$ cat config.mk
export PLATFORM = sky130hd
export DESIGN_NAME = rgbhm_div
export DESIGN_NICKNAME = d
export VERILOG_FILES = /design/src/rtl/rgbhm_pkg.sv /design/src/rtl/rgbhm_div.sv
export SDC_FILE = /design/constraint.sdc
export NUM_CORES = 1
export LEC_CHECK = 0
export BUFFER_PORTS_ARGS = -buffer_cell sky130_fd_sc_hd__buf_4
export CORE_ASPECT_RATIO = 1.5
export CORE_MARGIN = 5
export CORE_UTILIZATION = 25
export CTS_BUF_LIST = sky130_fd_sc_hd__clkbuf_8
export DETAILED_ROUTE_END_ITERATION = 10
export MAX_ROUTING_LAYER = met4
export SLEW_MARGIN = 20
export SYNTH_ARGS = -nofsm -noshare
export SYNTH_HDL_FRONTEND = slang
export SYNTH_SLANG_ARGS = --single-unit
export TNS_END_PERCENT = 30
$ cat constraint.sdc
create_clock -name clock -period 4.56 [get_ports clock]
set_clock_uncertainty 0.1 [all_clocks]
set_input_delay 0.684 -clock clock [delete_from_list [all_inputs] [get_ports clock]]
set_output_delay 0.684 -clock clock [all_outputs]
set_load 0.01 [all_outputs]
$ cat src/rtl/rgbhm_pkg.sv
`timescale 1ns / 1ps
package rgbhm_pkg;
   localparam int BINS = 256;
   localparam int COUNT_BITS = 32;
   localparam int DIM_W = $clog2(BINS + 1);
   localparam int IDX_W = $clog2(BINS);
   localparam int ADDR_W = 2 * IDX_W;
   localparam int DEPTH = BINS * BINS;
   localparam int PROD_W = 2 * COUNT_BITS;

   localparam logic [1:0] KIND_LOAD_RG = 2'd0;
   localparam logic [1:0] KIND_LOAD_GB = 2'd1;
   localparam logic [1:0] KIND_QUERY = 2'd2;

   localparam logic [1:0] REG_RG_COLUMNS = 2'd0;
   localparam logic [1:0] REG_RG_ROWS = 2'd1;
   localparam logic [1:0] REG_GB_COLUMNS = 2'd2;
   localparam logic [1:0] REG_GB_ROWS = 2'd3;

   typedef struct packed {
      logic [1:0]  kind;
      logic [15:0] table_index;
      logic [31:0] table_word;
      logic [31:0] source_count;
   } req_type;

   typedef struct packed {
      logic [7:0] red_index;
      logic [7:0] green_index;
      logic [7:0] blue_index;
      logic       divide_fault;
   } rsp_type;

   function automatic logic [DIM_W-1:0] clamp_dim(input logic [8:0] v);
      logic [DIM_W-1:0] r;
      if (v < 9'd2) r = DIM_W'(2);
      else if (32'(v) > BINS) r = DIM_W'(BINS);
      else r = DIM_W'(v);
      return r;
   endfunction
endpackage

$ cat src/rtl/rgbhm_div.sv
`timescale 1ns / 1ps
// restoring divider, one quotient bit a cycle
module rgbhm_div (
   input  logic                                clock,
   input  logic                                reset,
   input  logic                                start,
   input  logic [rgbhm_pkg::PROD_W-1:0]        dividend,
   input  logic [rgbhm_pkg::COUNT_BITS-1:0]    divisor,
   output logic                                done,
   output logic [rgbhm_pkg::PROD_W-1:0]        quotient
);
   localparam int QW = rgbhm_pkg::PROD_W;
   localparam int CW = $clog2(QW + 1);

   logic [QW-1:0] quot_ff, quot_in;
   logic [rgbhm_pkg::COUNT_BITS:0] rem_ff, rem_in;
   logic [rgbhm_pkg::COUNT_BITS-1:0] dsr_ff, dsr_in;
   logic [CW-1:0] cnt_ff, cnt_in;
   logic busy_ff, busy_in, done_ff, done_in;
   logic [rgbhm_pkg::COUNT_BITS:0] trial;

   always_comb begin
      quot_in = quot_ff;
      rem_in = rem_ff;
      dsr_in = dsr_ff;
      cnt_in = cnt_ff;
      busy_in = busy_ff;
      done_in = 1'b0;
      trial = {rem_ff[rgbhm_pkg::COUNT_BITS-1:0], quot_ff[QW-1]};
      if (start) begin
         quot_in = dividend;
         rem_in = '0;
         dsr_in = divisor;
         cnt_in = CW'(QW);
         busy_in = 1'b1;
      end else if (busy_ff) begin
         if (trial >= {1'b0, dsr_ff}) begin
            rem_in = trial - {1'b0, dsr_ff};
            quot_in = {quot_ff[QW-2:0], 1'b1};
         end else begin
            rem_in = trial;
            quot_in = {quot_ff[QW-2:0], 1'b0};
         end
         cnt_in = cnt_ff - CW'(1);
         if (cnt_ff == CW'(1)) begin
            busy_in = 1'b0;
            done_in = 1'b1;
         end
      end
   end

   always_ff @(posedge clock) begin
      if (reset) begin
         busy_ff <= 1'b0;
         done_ff <= 1'b0;
         cnt_ff <= '0;
      end else begin
         busy_ff <= busy_in;
         done_ff <= done_in;
         cnt_ff <= cnt_in;
      end
      quot_ff <= quot_in;
      rem_ff <= rem_in;
      dsr_ff <= dsr_in;
   end

   assign done = done_ff;
   assign quotient = quot_ff;
endmodule

==> reports/qor.yml <==
outcome: "finished, final reports clean"
drt_iter0_markers: 239
cts_buffers: 17
final.setup.tns_ns: 0
ir_drop_uv: 222
p_leak_nw: 3.79
hold_viol: 0
pwr-share-seq_pct: 46.4
cts_resized: 0
drc_errors: 0
clk_path_buf_depth: 2
fmax_ghz: 0.297
syn_area_per_cell_um2: 10.8
io_buffers: 163
num-nets-final: 974
period_minus_slack_ns: 3.37
yosysSeqAreaShare_pct: 49.8
fin_crit_sh_pct: 73.8
netSwitchingPower_mw: 0.947
fill_cells: 3041
grt_max_degree: 65
antenna_cells: 0
hpwlAfterDp_um: 14700
synth_warnings: 0
cts_tree: "yes"
start_util_pct: 25.3
syn-cell-area_um2: 7440
placement_rows: 77
seqCellArea_um2: 3700
synthesis.nets: 820
hold_path_depth: 2
placed_cell_area_um2: 9010
grt_pass1_vias: 6172
dp_slack_ns: 1.22
finalSetupViolCount: 0
antenna_found_initial: 0
min-delay-path-class: "input port to flop"
dr_total_vias: 5721
critPathRequiredTime_ns: 4.80
worstSkewPairLatency_ns: 0.46
tightest_slew_ns: 1.04
synthFlopType: "edfxtp_1"
timing.final.ws_setup_ns: 1.19
max_cap_violations: 0
track_usage_pct: 12.4
synthCells: 686
multi_input_area_um2: 3370
path_class: "flop to flop"
rsz0062_at_grt: "false"
grt_pass1_wl_um: 31500
ctsRootBufferMaster: "clkbuf_8"
cts_setup_buffers: 0
place_congestion: 0.952
synth-edff-count: 96
grt-ovfl-total: 0
clk_pin_slew_ns: 0.09
relSlewSlack_pct: 30.7
cp-end-kind: "flop"
slew_viol_final: 0
postLayoutCoreUtil_pct: 32.1
clock_power_share_pct: 32.7
die_y_um: 221
wl_per_cell_um: 15.8
routed_via_density: 4.58
ios: 164
drt_wl_total_um: 19800
synth_cell_types: 56
cts.sinks: 137
fin_area_um2: 9430
coreArea_um2: 29400
drive_gt1_share_pct: 32.5
areaGrowthSynthToFinish_pct: 26.8
ant_nets: 0
dieArea_um2: 33400
cts_htree_levels: 4
async_flop_share_pct: 0
reg2reg_depth: 11
start_kind: "flop"
power_density_nw_per_um2: 347
cts_hold_buffers: 0
dieWidth_um: 151
swShare_pct: 29.0
ys_ff_latch: 137
critPathArrivalTime_ns: 3.61
drt-pass1-iter-count: 4
comb_power_share_pct: 20.9
critPathMaxFanout: 45
power.internal_mw: 2.32
==> path summary, 6_finish.rpt <==
path	startpoint	endpoint	slack (ns)
setup reg to reg	dsr_ff[18]$_DFFE_PP_	rem_ff[27]$_SDFFE_PP0P_	1.19
hold reg to reg	rem_ff[20]$_SDFFE_PP0P_	rem_ff[20]$_SDFFE_PP0P_	0.39
hold / removal	reset	cnt_ff[6]$_SDFFE_PP0P_	0.30
setup / recovery	dsr_ff[18]$_DFFE_PP_	rem_ff[27]$_SDFFE_PP0P_	1.19
==> critical path, cell delays in order, from the launching register on <==
cell and delay [ns]:
edfxtp_1 0.33, inv_1 0.04, ha_1 0.39, a211oi_2 0.31, o21ai_1 0.14, a2111oi_0 0.49, or3_1 0.20, and4_1 0.39
nor2_8 0.20, nand3_1 0.17, o21ai_1 0.09, a2111oi_2 0.40
==> layout by cell type (no fill, tap or decap), types with 13 or more instances in the layout <==
master,instances
buf_4,169
edfxtp_1,96
mux2_2,64
nor2_1,53
nand2_1,52
inv_1,48
a21oi_1,48
dfxtp_1,41
ha_1,34
o21ai_0,33
xnor2_1,19
a211oi_1,17
clkbuf_8,17
mux2i_1,16
xor2_1,13
==> Yosys cell counts (all sizes together), types with 9 or more instances <==
| cell type | n | area, um2 |
|---|---|---|
| buf | 16 | 115 |
| dfxtp | 41 | 821 |
| o21ai | 39 | 195 |
| ha | 34 | 425 |
| clkbuf | 18 | 68.8 |
| a21oi | 48 | 240 |
| inv | 48 | 180 |
| a211oi | 18 | 140 |
| nand2 | 52 | 195 |
| edfxtp | 96 | 2880 |
| nor2 | 54 | 219 |
| mux2 | 64 | 721 |
| xnor2 | 19 | 166 |
| mux2i | 16 | 160 |
| nor3 | 9 | 45.0 |
| xor2 | 13 | 114 |
==> area by class of cell <==
type | instances | share of cell area [%]
Tap cell | 395 | 5.24
Sequential cell | 137 | 39.3
Clock inverter | 15 | 1.87
Timing Repair Buffer | 169 | 13.5
Multi-Input combinational cell | 467 | 35.7
Inverter | 48 | 1.91
Clock buffer | 17 | 2.48
==> per-stage QoR <==
| step | instances | power, mW | hold WS [ns] |
|---|---|---|---|
| 2_1_floorplan | 686 | 1.96 | 0.353 |
| 3_3_place_gp | 1216 | 2.23 | 0.368 |
| 3_5_place_dp | 1216 | 2.23 | 0.383 |
| 4_1_cts | 1248 | 3.32 | 0.255 |
| 5_1_grt | 1248 | 3.45 | 0.255 |
| 6_report | 1248 | 3.27 | 0.297 |
==> power groups by stage <==
stage / logic, mW / clock network (mW) / registers (mW)
after floorplan: 0.399 / 0 / 1.56
after global placement: 0.684 / 0 / 1.54
after detailed placement: 0.689 / 0 / 1.54
after CTS: 0.692 / 1.11 / 1.52
after global routing: 0.758 / 1.16 / 1.53
final: 0.685 / 1.07 / 1.52
==> sequential cells by signal, summed over array words and instances, names as in the netlist <==
register / flops
done: 1
cnt_ff: 7
quotient: 64
rem_ff: 32
dsr_ff: 32
busy_ff: 1
==> kinds of logic after synthesis <==
kind of cell,Yosys count,share of synthesized area [%]
DFF,137,49.8
xor gates and xnor gates,32,3.77
adders and majority gates,35,5.99
and+or+nand+nor,165,10.6
buffers and inverters,82,4.90
AOI/OAI and AO/OA,155,13.1
muxes,80,11.8
==> layer usage <==
metal  vias up  track usage (%)  share of wire, %
met5         -                -                 0
met4         0             4.24               2.1
met3        26             3.44               5.6
met2       167             21.7                53
met1      2715             13.2                39
li1       2813                -                 -
(Power assumes the default switching activity.)
